**src/rtl/fifo_with_slot_reservation_defines.svh**
```systemverilog
// assertion macros shared by the queue rtl
// no dependencies; taken in by the top level with an include
`ifndef FIFO_WITH_SLOT_RESERVATION_DEFINES_SVH
`define FIFO_WITH_SLOT_RESERVATION_DEFINES_SVH

`ifndef SYNTHESIS
// checked only while out of reset
`define FWSR_ASSERT(label, prop, msg) \
    label: assert property (@(posedge aclk) disable iff (!aresetn) prop) else $error(msg);
// checked at every edge, reset included
`define FWSR_ASSERT_ALWAYS(label, prop, msg) \
    label: assert property (@(posedge aclk) prop) else $error(msg);
`else
`define FWSR_ASSERT(label, prop, msg)
`define FWSR_ASSERT_ALWAYS(label, prop, msg)
`endif

`endif

```
**src/rtl/fwsr_pkg.sv**
```systemverilog
// types, codes and defaults for the queue with slot reservation
// no dependencies
`default_nettype none

package fwsr_pkg;

    localparam int FWSR_DEPTH      = 16;
    localparam int FWSR_DATA_WIDTH = 32;

    localparam int ACTION_W = 2;
    localparam int WORD_W   = 32;
    localparam int CAP_W    = 5;
    localparam int RCOUNT_W = 5;
    localparam int STATUS_W = 2;
    localparam int STORED_W = 5;
    localparam int RES_W    = 8;

    localparam logic [CAP_W-1:0] CAP_RESET = 5'd16;
    localparam logic [RES_W-1:0] RES_MAX   = 8'd255;

    // actions
    localparam logic [ACTION_W-1:0] ACT_STATUS  = 2'd0;
    localparam logic [ACTION_W-1:0] ACT_PUSH    = 2'd1;
    localparam logic [ACTION_W-1:0] ACT_POP     = 2'd2;
    localparam logic [ACTION_W-1:0] ACT_RESERVE = 2'd3;

    // result status
    localparam logic [STATUS_W-1:0] STAT_OK        = 2'd0;
    localparam logic [STATUS_W-1:0] STAT_OVERFLOW  = 2'd1;
    localparam logic [STATUS_W-1:0] STAT_UNDERFLOW = 2'd2;

    typedef struct packed {
        logic                go;
        logic [ACTION_W-1:0] action;
    } step_t;

    typedef struct packed {
        logic [STATUS_W-1:0] status;
        logic                head_valid;
        logic [STORED_W-1:0] stored_count;
        logic [RES_W-1:0]    reserved_slots;
        logic                is_full;
        logic                is_empty;
        logic                is_oversubscribed;
    } stat_t;

    // m_tdata layout, lowest bits last
    typedef struct packed {
        logic [6:0]          pad;
        logic                is_oversubscribed;
        logic                is_empty;
        logic                is_full;
        logic [RES_W-1:0]    reserved_slots;
        logic [STORED_W-1:0] stored_count;
        logic                head_valid;
        logic [WORD_W-1:0]   head_data;
    } result_t;

endpackage

`default_nettype wire

```
**src/rtl/fwsr_ram.sv**
```systemverilog
// generic single-port-write, single-port-read ram with registered read
// no dependencies
`default_nettype none

module fwsr_ram #(
    parameter int WIDTH = 32,
    parameter int DEPTH = 16
) (
    input  wire logic                     aclk,
    input  wire logic                     we,
    input  wire logic [$clog2(DEPTH)-1:0] waddr,
    input  wire logic [WIDTH-1:0]         wdata,
    input  wire logic                     re,
    input  wire logic [$clog2(DEPTH)-1:0] raddr,
    output logic      [WIDTH-1:0]         rdata
);

    logic [WIDTH-1:0] mem [DEPTH];
    logic [WIDTH-1:0] rdata_reg;

    always_ff @(posedge aclk) begin
        if (we) begin
            mem[waddr] <= wdata;
        end
        if (re) begin
            rdata_reg <= mem[raddr];
        end
    end

    assign rdata = rdata_reg;

endmodule

`default_nettype wire

```
**src/rtl/fwsr_ctrl.sv**
```systemverilog
// pointers, word and reservation counts, status and flags of the queue
// depends on fwsr_pkg
`default_nettype none

module fwsr_ctrl #(
    parameter int DEPTH = fwsr_pkg::FWSR_DEPTH
) (
    input  wire logic                              aclk,
    input  wire logic                              aresetn,
    input  wire fwsr_pkg::step_t                   step,
    input  wire logic [fwsr_pkg::RCOUNT_W-1:0]     reserve_count,
    input  wire logic [fwsr_pkg::CAP_W-1:0]        capacity,
    output logic                                   wr_en,
    output logic      [$clog2(DEPTH)-1:0]          wr_addr,
    output logic      [$clog2(DEPTH)-1:0]          rd_addr,
    output fwsr_pkg::stat_t                        stat
);

    localparam int PW = $clog2(DEPTH);
    localparam int CW = $clog2(DEPTH + 1);
    localparam int UW = ((CW > fwsr_pkg::RES_W) ? CW : fwsr_pkg::RES_W) + 1;
    localparam logic [PW-1:0] LAST_IDX = PW'(DEPTH - 1);

    logic [PW-1:0]               rp_reg, rp_next;
    logic [PW-1:0]               wp_reg, wp_next;
    logic [CW-1:0]               wc_reg, wc_next;
    logic [fwsr_pkg::RES_W-1:0]  rc_reg, rc_next;
    logic [fwsr_pkg::STATUS_W-1:0] status_reg, status_next;

    logic [UW-1:0]               cap_ext;
    logic [UW-1:0]               cap_eff;
    logic [fwsr_pkg::RES_W-1:0]  rc_dec;
    logic [fwsr_pkg::RES_W:0]    rc_sum;
    logic [UW-1:0]               used_push;
    logic [UW-1:0]               used;

    assign cap_ext = UW'(capacity);
    assign cap_eff = (cap_ext > UW'(DEPTH)) ? UW'(DEPTH) : cap_ext;

    // a push gives back one reservation before the room check
    assign rc_dec    = (rc_reg != '0) ? rc_reg - fwsr_pkg::RES_W'(1) : rc_reg;
    assign used_push = UW'(wc_reg) + UW'(rc_dec);
    assign rc_sum    = {1'b0, rc_reg} + (fwsr_pkg::RES_W + 1)'(reserve_count);

    always_comb begin
        rp_next     = rp_reg;
        wp_next     = wp_reg;
        wc_next     = wc_reg;
        rc_next     = rc_reg;
        status_next = status_reg;
        wr_en       = 1'b0;
        if (step.go) begin
            status_next = fwsr_pkg::STAT_OK;
            case (step.action)
                fwsr_pkg::ACT_PUSH: begin
                    rc_next = rc_dec;
                    if (used_push >= cap_eff) begin
                        status_next = fwsr_pkg::STAT_OVERFLOW;
                    end else begin
                        wr_en   = 1'b1;
                        wp_next = (wp_reg == LAST_IDX) ? '0 : wp_reg + PW'(1);
                        wc_next = wc_reg + CW'(1);
                    end
                end
                fwsr_pkg::ACT_POP: begin
                    if (wc_reg == '0) begin
                        status_next = fwsr_pkg::STAT_UNDERFLOW;
                    end else begin
                        rp_next = (rp_reg == LAST_IDX) ? '0 : rp_reg + PW'(1);
                        wc_next = wc_reg - CW'(1);
                    end
                end
                fwsr_pkg::ACT_RESERVE: begin
                    rc_next = rc_sum[fwsr_pkg::RES_W] ? fwsr_pkg::RES_MAX
                                                      : rc_sum[fwsr_pkg::RES_W-1:0];
                end
                default: begin
                end
            endcase
        end
    end

    always_ff @(posedge aclk) begin
        if (!aresetn) begin
            rp_reg     <= '0;
            wp_reg     <= '0;
            wc_reg     <= '0;
            rc_reg     <= '0;
            status_reg <= fwsr_pkg::STAT_OK;
        end else begin
            rp_reg     <= rp_next;
            wp_reg     <= wp_next;
            wc_reg     <= wc_next;
            rc_reg     <= rc_next;
            status_reg <= status_next;
        end
    end

    assign wr_addr = wp_reg;
    assign rd_addr = rp_reg;

    assign used = UW'(wc_reg) + UW'(rc_reg);

    always_comb begin
        stat.status            = status_reg;
        stat.head_valid        = (wc_reg != '0);
        stat.stored_count      = fwsr_pkg::STORED_W'(wc_reg);
        stat.reserved_slots    = rc_reg;
        stat.is_full           = (used >= cap_eff);
        stat.is_empty          = (used == '0);
        stat.is_oversubscribed = (used > cap_eff);
    end

endmodule

`default_nettype wire

```
**src/rtl/fifo_with_slot_reservation.sv**
```systemverilog
// channel   dir  handshake            payload
// s_        in   s_tvalid/s_tready    tuser: action; tdata: push_data, reserve_count
// m_        out  m_tvalid/m_tready    tuser: status; tdata: head word, counts, flags
// cfg_      in   cfg_valid/cfg_ready  cfg_data: capacity
//
// each item goes through idle, read and load: the update and the ram write in the
// transfer cycle, then a read of the new head, then the registered ram data goes into
// the output register once the slot is free; a new item is taken only after the load.
// reset is synchronous and active low; no clearing pass, the store's data is only
// used at entries already written. a stalled result holds in the output
// register while the next item is taken; that item then waits for the slot.
// a capacity write is taken only between items and goes ahead of the input
//
// top level of the queue; depends on fwsr_pkg, fwsr_ram, fwsr_ctrl and the
// assertion macro header
`default_nettype none

`include "fifo_with_slot_reservation_defines.svh"

module fifo_with_slot_reservation #(
    parameter int DEPTH      = fwsr_pkg::FWSR_DEPTH,
    parameter int DATA_WIDTH = fwsr_pkg::FWSR_DATA_WIDTH
) (
    input  wire logic        aclk,
    input  wire logic        aresetn,
    input  wire logic        s_tvalid,
    output logic             s_tready,
    input  wire logic [39:0] s_tdata,   // push_data [31:0], reserve_count [36:32]
    input  wire logic [1:0]  s_tuser,   // action [1:0]
    output logic             m_tvalid,
    input  wire logic        m_tready,
    output logic      [55:0] m_tdata,   // head_data [31:0], head_valid [32],
                                        // stored_count [37:33], reserved_slots [45:38],
                                        // is_full [46], is_empty [47],
                                        // is_oversubscribed [48]
    output logic      [1:0]  m_tuser,   // status [1:0]
    input  wire logic        cfg_valid,
    output logic             cfg_ready,
    input  wire logic [4:0]  cfg_data   // capacity
);

    localparam int PW = $clog2(DEPTH);

    localparam logic [1:0] ST_IDLE = 2'd0;
    localparam logic [1:0] ST_READ = 2'd1;
    localparam logic [1:0] ST_LOAD = 2'd2;

    logic [1:0]                    state_reg, state_next;
    logic [fwsr_pkg::CAP_W-1:0]    cap_reg;
    logic                          m_valid_reg, m_valid_next;
    fwsr_pkg::result_t             result_reg, result_next;
    logic [fwsr_pkg::STATUS_W-1:0] m_status_reg, m_status_next;

    fwsr_pkg::step_t  step;
    fwsr_pkg::stat_t  stat;
    logic             in_xfer;
    logic             out_free;
    logic             ram_we;
    logic             ram_re;
    logic [PW-1:0]    ram_waddr;
    logic [PW-1:0]    ram_raddr;
    logic [DATA_WIDTH-1:0] ram_wdata;
    logic [DATA_WIDTH-1:0] ram_rdata;
    logic [63:0]      push_wide;
    logic [63:0]      head_wide;
    logic             head_on_empty;

    // capacity writes only between items, ahead of a waiting input transfer
    assign cfg_ready = aresetn && (state_reg == ST_IDLE);
    assign s_tready  = aresetn && (state_reg == ST_IDLE) && !cfg_valid;
    assign in_xfer   = s_tvalid && s_tready;
    assign out_free  = !m_valid_reg || m_tready;

    always_ff @(posedge aclk) begin
        if (!aresetn) begin
            cap_reg <= fwsr_pkg::CAP_RESET;
        end else if (cfg_valid && cfg_ready) begin
            cap_reg <= cfg_data;
        end
    end

    assign step.go     = in_xfer;
    assign step.action = s_tuser;

    fwsr_ctrl #(
        .DEPTH (DEPTH)
    ) u_ctrl (
        .aclk          (aclk),
        .aresetn       (aresetn),
        .step          (step),
        .reserve_count (s_tdata[36:32]),
        .capacity      (cap_reg),
        .wr_en         (ram_we),
        .wr_addr       (ram_waddr),
        .rd_addr       (ram_raddr),
        .stat          (stat)
    );

    assign push_wide = {32'b0, s_tdata[31:0]};
    assign ram_wdata = push_wide[DATA_WIDTH-1:0];
    assign ram_re    = (state_reg == ST_READ);

    fwsr_ram #(
        .WIDTH (DATA_WIDTH),
        .DEPTH (DEPTH)
    ) u_store (
        .aclk  (aclk),
        .we    (ram_we),
        .waddr (ram_waddr),
        .wdata (ram_wdata),
        .re    (ram_re),
        .raddr (ram_raddr),
        .rdata (ram_rdata)
    );

    assign head_wide = 64'(ram_rdata);

    always_comb begin
        state_next    = state_reg;
        m_valid_next  = m_valid_reg;
        result_next   = result_reg;
        m_status_next = m_status_reg;
        if (m_valid_reg && m_tready) begin
            m_valid_next = 1'b0;
        end
        case (state_reg)
            ST_IDLE: begin
                if (in_xfer) begin
                    state_next = ST_READ;
                end
            end
            ST_READ: begin
                state_next = ST_LOAD;
            end
            ST_LOAD: begin
                // ram data holds here until the output slot frees up
                if (out_free) begin
                    m_valid_next                  = 1'b1;
                    m_status_next                 = stat.status;
                    result_next.pad               = '0;
                    result_next.head_data         = stat.head_valid ? head_wide[31:0] : '0;
                    result_next.head_valid        = stat.head_valid;
                    result_next.stored_count      = stat.stored_count;
                    result_next.reserved_slots    = stat.reserved_slots;
                    result_next.is_full           = stat.is_full;
                    result_next.is_empty          = stat.is_empty;
                    result_next.is_oversubscribed = stat.is_oversubscribed;
                    state_next                    = ST_IDLE;
                end
            end
            default: begin
                state_next = ST_IDLE;
            end
        endcase
    end

    always_ff @(posedge aclk) begin
        if (!aresetn) begin
            state_reg   <= ST_IDLE;
            m_valid_reg <= 1'b0;
        end else begin
            state_reg   <= state_next;
            m_valid_reg <= m_valid_next;
        end
    end

    always_ff @(posedge aclk) begin
        result_reg   <= result_next;
        m_status_reg <= m_status_next;
    end

    assign m_tvalid = m_valid_reg;
    assign m_tdata  = result_reg;
    assign m_tuser  = m_status_reg;

    assign head_on_empty = result_reg.is_empty && result_reg.head_valid;

    `FWSR_ASSERT(a_write_on_transfer, ram_we |-> in_xfer, "ram write without a transfer")
    `FWSR_ASSERT(a_transfer_starts_read, in_xfer |=> (state_reg == ST_READ), "no head read")
    `FWSR_ASSERT(a_empty_no_head, m_valid_reg |-> !head_on_empty, "empty queue shows a head")
    `FWSR_ASSERT_ALWAYS(a_reset_idle, !aresetn |=> (state_reg == ST_IDLE && !m_valid_reg), "not idle")

endmodule

`default_nettype wire
```
**config.mk**
```make
export PLATFORM = sky130hd
export DESIGN_NAME = fifo_with_slot_reservation
export DESIGN_NICKNAME = d
export VERILOG_FILES = /design/src/rtl/fwsr_pkg.sv /design/src/rtl/fwsr_ram.sv /design/src/rtl/fwsr_ctrl.sv /design/src/rtl/fifo_with_slot_reservation.sv
export VERILOG_INCLUDE_DIRS = /design/src /design/src/rtl
export SDC_FILE = /design/constraint.sdc
export NUM_CORES = 1
export LEC_CHECK = 0
export BUFFER_PORTS_ARGS = -buffer_cell sky130_fd_sc_hd__buf_2
export CORE_MARGIN = 3
export CORE_UTILIZATION = 40
export CTS_BUF_LIST = sky130_fd_sc_hd__clkbuf_8
export CTS_CLUSTER_SIZE = 10
export DETAILED_ROUTE_END_ITERATION = 16
export PLACE_DENSITY = 0.54
export SLEW_MARGIN = 15
export SYNTH_ARGS = -nofsm -noshare
export SYNTH_HDL_FRONTEND = slang
export SYNTH_SLANG_ARGS = --single-unit
```
**constraint.sdc**
```tcl
create_clock -name aclk -period 6.8 [get_ports aclk]
set_input_delay 0.34 -clock aclk [delete_from_list [all_inputs] [get_ports aclk]]
set_output_delay 0.34 -clock aclk [all_outputs]
set_load 0.02 [all_outputs]
```
==> results of run 1 <==
## cell usage after synthesis (6+ instances only)
| cell | n | area, um^2 |
|---|---|---|
| edfxtp_1 | 595 | 17870 |
| inv_1 | 31 | 116.4 |
| nor2b_1 | 8 | 50.05 |
| dfxtp_1 | 31 | 620.6 |
| clkbuf_1 | 34 | 127.6 |
| xor2_1 | 7 | 61.31 |
| xnor2_1 | 8 | 70.07 |
| and4_1 | 7 | 61.31 |
| buf_4 | 8 | 60.06 |
| mux4_2 | 160 | 3603 |
| nor3_1 | 9 | 45.04 |
| o21ai_0 | 15 | 75.07 |
| buf_2 | 9 | 45.04 |
| ha_1 | 39 | 488.0 |
| mux2i_1 | 14 | 140.1 |
| a21o_1 | 6 | 45.04 |
| buf_1 | 8 | 30.03 |
| nor4_1 | 7 | 43.79 |
| nand3_1 | 13 | 65.06 |
| nor2_1 | 30 | 112.6 |
| a21oi_1 | 25 | 125.1 |
| and2_1 | 35 | 219.0 |
| nand2_1 | 31 | 116.4 |
## through the flow
stage | setup slack (ns) | cell area [um^2] | hold slack, ns
2_1_floorplan | -0.1895 | 25080 | 0.4029
3_3_place_gp | 1.299 | 26690 | 0.4233
3_5_place_dp | 1.200 | 26690 | 0.4347
4_1_cts | 1.161 | 28930 | 0.01738
5_1_grt | 0.7397 | 28930 | 0.06344
6_report | 1.199 | 28930 | 0.07968
## cells by family (layout without fill, tap and decap cells)
group,count (synthesis),in the layout,synth area share
flops,626,626,0.7378
simple gates,176,176,0.04359
mux,174,174,0.1494
buf+inv,94,389,0.01668
compound gates,89,89,0.02452
fa+ha+maj,43,43,0.02267
xor+xnor,15,15,0.005243
other cells,1,8,0.0001496
## cell type report
type	count	area, um^2	share of cell area
timing repair buffer	170	1154	0.03988
tap	837	1047	0.03620
antenna	1	2.502	0.00008651
clock buffer	105	1445	0.04996
multi-input combinational	504	6251	0.2161
inverter	32	121.4	0.004195
clock inverter	82	409.1	0.01414
sequential	626	18500	0.6394
## power breakdown
part           switching [mW]  internal, mW  total (mW)
Combinational           0.208         0.124       0.333
Sequential             0.0174          4.25        4.27
Clock                    1.49          1.48        2.97
Total                    1.71          5.85        7.57
## routing by layer
layer / track usage / part of all wire
met1: 0.2268 / 0.43
met5: 0 / 0
met4: 0.05211 / 0.018
met2: 0.2800 / 0.49
met3: 0.03378 / 0.056
## worst max-delay path, cell delays in order (launching register included)
cell	delay [ns]
dfxtp_1	0.42
inv_1	0.19
ha_1	0.22
nor4b_4	0.41
nand2_1	0.22
xnor2_1	0.22
ha_1	0.20
inv_1	0.06
fa_1	0.42
nand3b_1	0.20
nand2_1	0.09
xnor2_1	0.07
ha_1	0.21
or3_1	0.34
mux2i_1	0.24
nand2_1	0.25
nor3_4	0.38
and4_2	0.69
buf_4	0.44
## worst max-delay path by stage
stage	start	endpoint	cells after the start
final	u_ctrl.rc_reg[1]	u_store.mem[6][6]	18
after global routing	u_ctrl.rc_reg[1]	u_store.mem[6][3]	18
after CTS	u_ctrl.rc_reg[1]	u_store.mem[6][6]	18
after detailed placement	u_ctrl.rc_reg[1]	u_store.mem[6][11]	18
after global placement	u_ctrl.rc_reg[1]	u_store.mem[12][25]	18
after floorplan	u_ctrl.rc_reg[1]	u_store.mem[10][0]	18
## repair_timing
| item | CTS | global route |
|---|---|---|
| buffers inserted | 0 | 0 |
| endpoints found under the hold margin | 491 | 0 |
| endpoints found under the setup margin | 0 | 0 |
| hold buffers | 38 | 0 |
==> impl_metrics.tcl, run 1 <==
set metrics [dict create \
    status "completed" \
    ir_worst_vdd_mv 0.1655 \
    hp-class "input pin to register" \
    numCtsBuffers 103 \
    ys_seq_area_frac 0.7378 \
    gp_congestion 0.8262 \
    worstMarginPinSlew_ns 0.9595 \
    worstHoldEndpoint "cap_reg[4]" \
    dp.cells 2131 \
    ys_async_sr_fraction 0 \
    final_common_cell "edfxtp_1" \
    reg2regPathDepth 18 \
    path_clk_slew_ns 0.06 \
    final_cell_mix "edfxtp_1, mux4_2, clkbuf_8" \
    fillers 5281 \
    cap_violations 0 \
    crit_path_start_kind "register" \
    setup_viol 0 \
    first_iter_violations 841 \
    finalHoldViolCount 0 \
    wl_um 54480 \
    grt_pass1_wl_um 83460 \
    grt_pass1_vias 13341 \
    ys.flop_type "edfxtp_1" \
    cts_buffer_depth 3 \
    io_pins 113 \
    rr_startpoint "u_ctrl.rc_reg[1]" \
    worstReg2RegEnd "u_store.mem[6][6]" \
    setup_tns_ns 0 \
    dp_hpwl_um 29760 \
    post_synth_num_cell_types 74 \
    cts.sinks 626 \
    worstPathArrival_ns 5.93 \
    synthCells 1218 \
    core_um2 61830 \
    cts_root_buffer "clkbuf_8" \
    drtAntennaViolNets 0 \
    cts_tree "built" \
    post-route-min-period_ns 5.601 \
    rsz0062_at_grt "no" \
    cp_max_fo 18 \
    synth-seq-cells 626 \
    avgSynthCellArea_um2 20.57 \
    leakage_nw 9.495 \
    grt_antenna_before_repair 1 \
    power_mw 7.566 \
    grt_usage 0.1690 \
    insertion_delay_ns 0.68 \
    ys_warn_count 0 \
    fp.dieH_um 256.3 \
    route.detailed.drc 0 \
    initial_core_util 0.4053 \
    slew_headroom 0.3603 \
    synthToLayoutAreaGrowth_pct 15.44 \
    rows 91 \
    grt_max_degree 54 \
    power.density_nw_per_um2 261.6 \
    nNetsFinal 1532 \
    layout.cells.non_filler 2357 \
    first_pass_iters 7 \
    reg2reg_slack_ns 1.20 \
    period_share 0.8237 \
    vias 12305 \
    synth_area_um2 25060 \
    grt.overflow.total 0 \
    synth-edff-count 595 \
    holdPathStages 2 \
    hold_path.startpoint "aresetn" \
    vias_per_cell 5.221 \
    clock_skew_ns 0.02147 \
    end_kind "register" \
    largest_register_ffs 512 \
    die_w_um 256.3 \
    cp.required_ns 7.13 \
    drive_above_1_share 0.3022 \
    maxSlewViolCount 0 \
    routedWlPerCell_um 23.11 \
    port-buffer-count 102 \
    fmax_mhz 178.5 \
    post_cts_resized 0 \
    die_area_um2 65690 \
    crit_type "register to register" \
    final_util 0.4679 \
    h-tree-depth 3 \
]
(Power assumes the default switching activity.)
==> inputs of run 2 (changes only) <==
Clock period 6.8 ns to 4.8 ns, I/O delays scaled along.
==> impl_metrics.tcl, run 2 (synthesis gave the netlist of run 1 again) <==
set metrics [dict create \
    maxSlewViolCount 0 \
    setup_viol 0 \
    status "completed" \
    preCtsSetupSlack_ns 0.3346 \
    fin_hold_ws_ns 0.09222 \
    multi_input_area_um2 6320 \
    path_clk_slew_ns 0.06 \
    cp.required_ns 5.16 \
    core_um2 61830 \
    synthToLayoutAreaGrowth_pct 17.75 \
    routedWlPerCell_um 22.67 \
    cp_max_fo 11 \
    post-route-min-period_ns 4.475 \
    layout_setup_ws_ns 0.3252 \
    grt_antenna_before_repair 2 \
    crit_type "register to register" \
    grt.overflow.total 0 \
    gp_congestion 0.7922 \
    vias 12257 \
    drive_above_1_share 0.3159 \
    grt_pass1_wl_um 82720 \
    first_pass_iters 5 \
    cap_violations 0 \
    placed_area_um2 27050 \
    insertion_delay_ns 0.70 \
    fin_area_um2 29510 \
    power.density_nw_per_um2 374.4 \
    final_common_cell "edfxtp_1" \
    ir_worst_vdd_mv 0.3313 \
    die_w_um 256.3 \
    cts_root_buffer "clkbuf_8" \
    fmax_mhz 223.5 \
    fillers 5231 \
    setup_tns_ns 0 \
    period_share 0.9322 \
    rows 91 \
    io_pins 113 \
    h-tree-depth 3 \
    wl_um 54080 \
    fp.dieH_um 256.3 \
    drtAntennaViolNets 0 \
    worstMarginPinSlew_ns 1.080 \
    reg2reg_slack_ns 0.33 \
    grt_usage 0.1674 \
    end_kind "register" \
    dp_hpwl_um 31390 \
    cts_buffer_depth 3 \
    vias_per_cell 5.139 \
    slew_headroom 0.2798 \
    nNetsFinal 1554 \
    port-buffer-count 102 \
    grt_max_degree 63 \
    initial_core_util 0.4053 \
    crit_path_start_kind "register" \
    cts.sinks 626 \
    numCtsBuffers 105 \
    worstPathArrival_ns 4.84 \
    cts_tree "built" \
    route.detailed.drc 0 \
    rsz0062_at_grt "no" \
    final_cell_mix "edfxtp_1, mux4_2, clkbuf_8" \
    first_iter_violations 862 \
    hp-class "input pin to register" \
    largest_register_ffs 512 \
    die_area_um2 65690 \
    seqCellArea_um2 18500 \
    leakage_nw 9.702 \
    clock_skew_ns 0.03423 \
    grt_pass1_vias 13205 \
    finalHoldViolCount 0 \
]
## run 2: power by group
part	total, mW	switching (mW)	leakage (nW)	internal (mW)
logic	0.480	0.297	2.94	0.183
clock network	4.52	2.10	1.14	2.43
registers	6.04	0.0246	5.62	6.02
## run 2: final cells by class
class,count,area share
antenna,3,0.0002544
timing repair buffer,190,0.05050
inverter,32,0.004198
multi-input combinational,504,0.2142
tap,837,0.03549
sequential,626,0.6271
clock buffer,109,0.05084
clock inverter,84,0.01743
## run 2: what timing repair did
| item | CTS | global route |
|---|---|---|
| gates resized for setup | 0 | 1 |
| hold endpoints to repair | 529 | 0 |
| hold buffers | 41 | 0 |
| buffers inserted | 0 | 2 |
| endpoints found under the setup margin | 0 | 14 |
## run 2: through the flow
stage | cells | power [mW] | util
after global placement | 2146 | 6.602 | 0.4376
after global routing | 2385 | 11.52 | 0.4772
after floorplan | 1224 | 6.428 | -
after detailed placement | 2146 | 6.618 | 0.4376
final | 2385 | 11.05 | 0.4772
after CTS | 2380 | 11.23 | 0.4768
## run 2: final timing paths
kind / to / from / cells past startpoint
min: u_ctrl.status_reg[0] / cfg_valid / 4
max reg2reg: u_store.mem[0][28] / u_ctrl.rc_reg[0] / 18
min reg2reg: cap_reg[0] / cap_reg[0] / 2
max: u_store.mem[0][28] / u_ctrl.rc_reg[0] / 18
## run 2: worst max-delay path, cell delays in order (launching register included)
cell	delay [ns]
dfxtp_2	0.35
inv_2	0.12
ha_4	0.15
nor4b_4	0.22
nand2_2	0.13
xnor2_1	0.21
ha_2	0.21
inv_1	0.05
fa_2	0.34
nand3b_1	0.19
nand2_1	0.09
xnor2_1	0.07
ha_1	0.21
or3_1	0.34
mux2i_1	0.24
and2_4	0.22
nand3_4	0.26
nor4b_4	0.44
buf_4	0.29
## run 2: per-layer routing
layer / wire [um] / global-route usage / vias to the layer above
li1: - / - / 5516
met3: 2442 / 0.03210 / 88
met5: 13 / 0 / -
met4: 1122 / 0.04862 / 2
met1: 23420 / 0.2277 / 6367
met2: 27080 / 0.2768 / 284
==> inputs of run 3 (changes only) <==
==> constraint.sdc (replaced) <==
create_clock -name aclk -period 4.8 [get_ports aclk]
set_input_delay 0 -clock aclk [delete_from_list [all_inputs] [get_ports aclk]]
set_output_delay 0 -clock aclk [all_outputs]
set_load 0.02 [all_outputs]
==> impl_metrics.tcl, run 3 (synthesis gave the netlist of run 1 again) <==
set metrics [dict create \
    io_pins 113 \
    core_um2 61830 \
    power.density_nw_per_um2 368.5 \
    maxSlewViolCount 0 \
    worstReg2RegEnd "u_store.mem[0][25]" \
    synthToLayoutAreaGrowth_pct 17.67 \
    clock_skew_ns 0.02842 \
    grt_antenna_before_repair 2 \
    cp_max_fo 11 \
    worstMarginPinSlew_ns 1.124 \
    gp_congestion 0.8021 \
    dp.cells 2135 \
    cts.sinks 626 \
    h-tree-depth 3 \
    port-buffer-count 102 \
    end_kind "register" \
    layout_setup_ws_ns 0.3361 \
    period_share 0.9300 \
    wl_um 53800 \
    rsz0062_at_grt "no" \
    fin_area_um2 29490 \
    hold_buffers 56 \
    first_pass_iters 5 \
    finalHoldViolCount 0 \
    die_w_um 256.3 \
    grt_pass1_vias 13303 \
    rr_startpoint "u_ctrl.rc_reg[0]" \
    rows 91 \
    layout.cells.non_filler 2385 \
    largest_register_ffs 512 \
    power_mw 10.87 \
    routedWlPerCell_um 22.56 \
    status "completed" \
    vias_per_cell 5.148 \
    cp.required_ns 5.17 \
    cap_violations 0 \
    reg2regPathDepth 18 \
    drtAntennaViolNets 0 \
    hold_path.startpoint "s_tdata[11]" \
    grt_usage 0.1666 \
    nNetsFinal 1555 \
    fillers 5140 \
    cts_tree "built" \
    initial_core_util 0.4053 \
    fp.dieH_um 256.3 \
    slew_headroom 0.2494 \
    vias 12279 \
    cts_buffer_depth 3 \
    fin_hold_ws_ns 0.2292 \
    worstHoldEndpoint "u_store.mem[10][11]" \
    seqCellArea_um2 18500 \
    worstPathArrival_ns 4.84 \
    numCtsBuffers 104 \
    setup_tns_ns 0 \
    holdPathStages 2 \
    preCtsSetupSlack_ns 0.3298 \
    final_common_cell "edfxtp_1" \
    grt.overflow.total 0 \
    final_util 0.4769 \
    crit_type "register to register" \
    multi_input_area_um2 6320 \
    crit_path_start_kind "register" \
    post-route-min-period_ns 4.464 \
    dp_hpwl_um 30030 \
    leakage_nw 9.618 \
    placed_area_um2 26980 \
    route.detailed.drc 0 \
    post-cts-setup-buffers 0 \
    final_cell_mix "edfxtp_1, mux4_2, clkbuf_8" \
    setup_viol 0 \
    grt_max_degree 79 \
    insertion_delay_ns 0.70 \
    drive_above_1_share 0.3042 \
    grt_pass1_wl_um 82650 \
    hp-class "input pin to register" \
    post_cts_resized 0 \
    first_iter_violations 817 \
    path_clk_slew_ns 0.06 \
    reg2reg_slack_ns 0.34 \
    die_area_um2 65690 \
    ir_worst_vdd_mv 0.2453 \
    cts_root_buffer "clkbuf_8" \
    fmax_mhz 224.0 \
]
## run 3: cell count changes in the layout (fill, tap and decap cells not counted), sizes merged
cell / change
dlygate4sd3: +15
buf: -13
clkinv: +7
clkbuf: -4
inv: -4
bufinv: -3
clkinvlp: +2
## run 3: per-layer routing
metal	vias up	routed length, um	global-route usage
met4	2	988	0.05274
met2	250	26360	0.2710
met1	6447	24230	0.2292
met5	-	7	0
li1	5509	-	-
met3	71	2213	0.03111
## run 3: layout make-up
class                   instances  area share
repair buffers                192     0.05262
inverters                      32    0.004201
clock buffers                 105     0.04901
multi-input cells             504      0.2143
flip-flops and latches        626      0.6275
clock inverters                86     0.01659
well taps                     837     0.03552
diodes                          3   0.0002546
## run 3: worst max-delay path, cell delays in order (launching register included)
cell	delay, ns
dfxtp_2	0.35
inv_2	0.11
ha_4	0.15
nor4b_4	0.23
nand2_2	0.13
xnor2_1	0.22
ha_2	0.21
inv_1	0.05
fa_2	0.35
nand3b_1	0.18
nand2_1	0.08
xnor2_1	0.07
ha_1	0.21
or3_1	0.34
mux2i_1	0.23
and2_4	0.22
nand3_4	0.25
nor4b_4	0.45
buf_4	0.29
## run 3: worst max-delay path by stage
stage,from,endpoint,slack (ns),cells after the start
6_report,u_ctrl.rc_reg[0],u_store.mem[0][25],0.34,18
5_1_grt,u_ctrl.rc_reg[0],u_store.mem[0][24],0.02,18
4_1_cts,u_ctrl.rc_reg[0],u_store.mem[0][1],0.30,18
3_5_place_dp,u_ctrl.rc_reg[0],u_store.mem[0][24],0.33,18
3_3_place_gp,u_ctrl.rc_reg[0],u_store.mem[0][24],0.38,18
2_1_floorplan,u_ctrl.rc_reg[0],u_store.mem[15][0],-0.1,18
## run 3: report_power, final
group | internal [mW] | switching [mW] | leakage, nW | total [mW]
clock network | 2.22 | 2.12 | 1.07 | 4.34
logic | 0.190 | 0.297 | 2.92 | 0.487
registers | 6.02 | 0.0211 | 5.62 | 6.04
total | 8.43 | 2.44 | 9.62 | 10.9
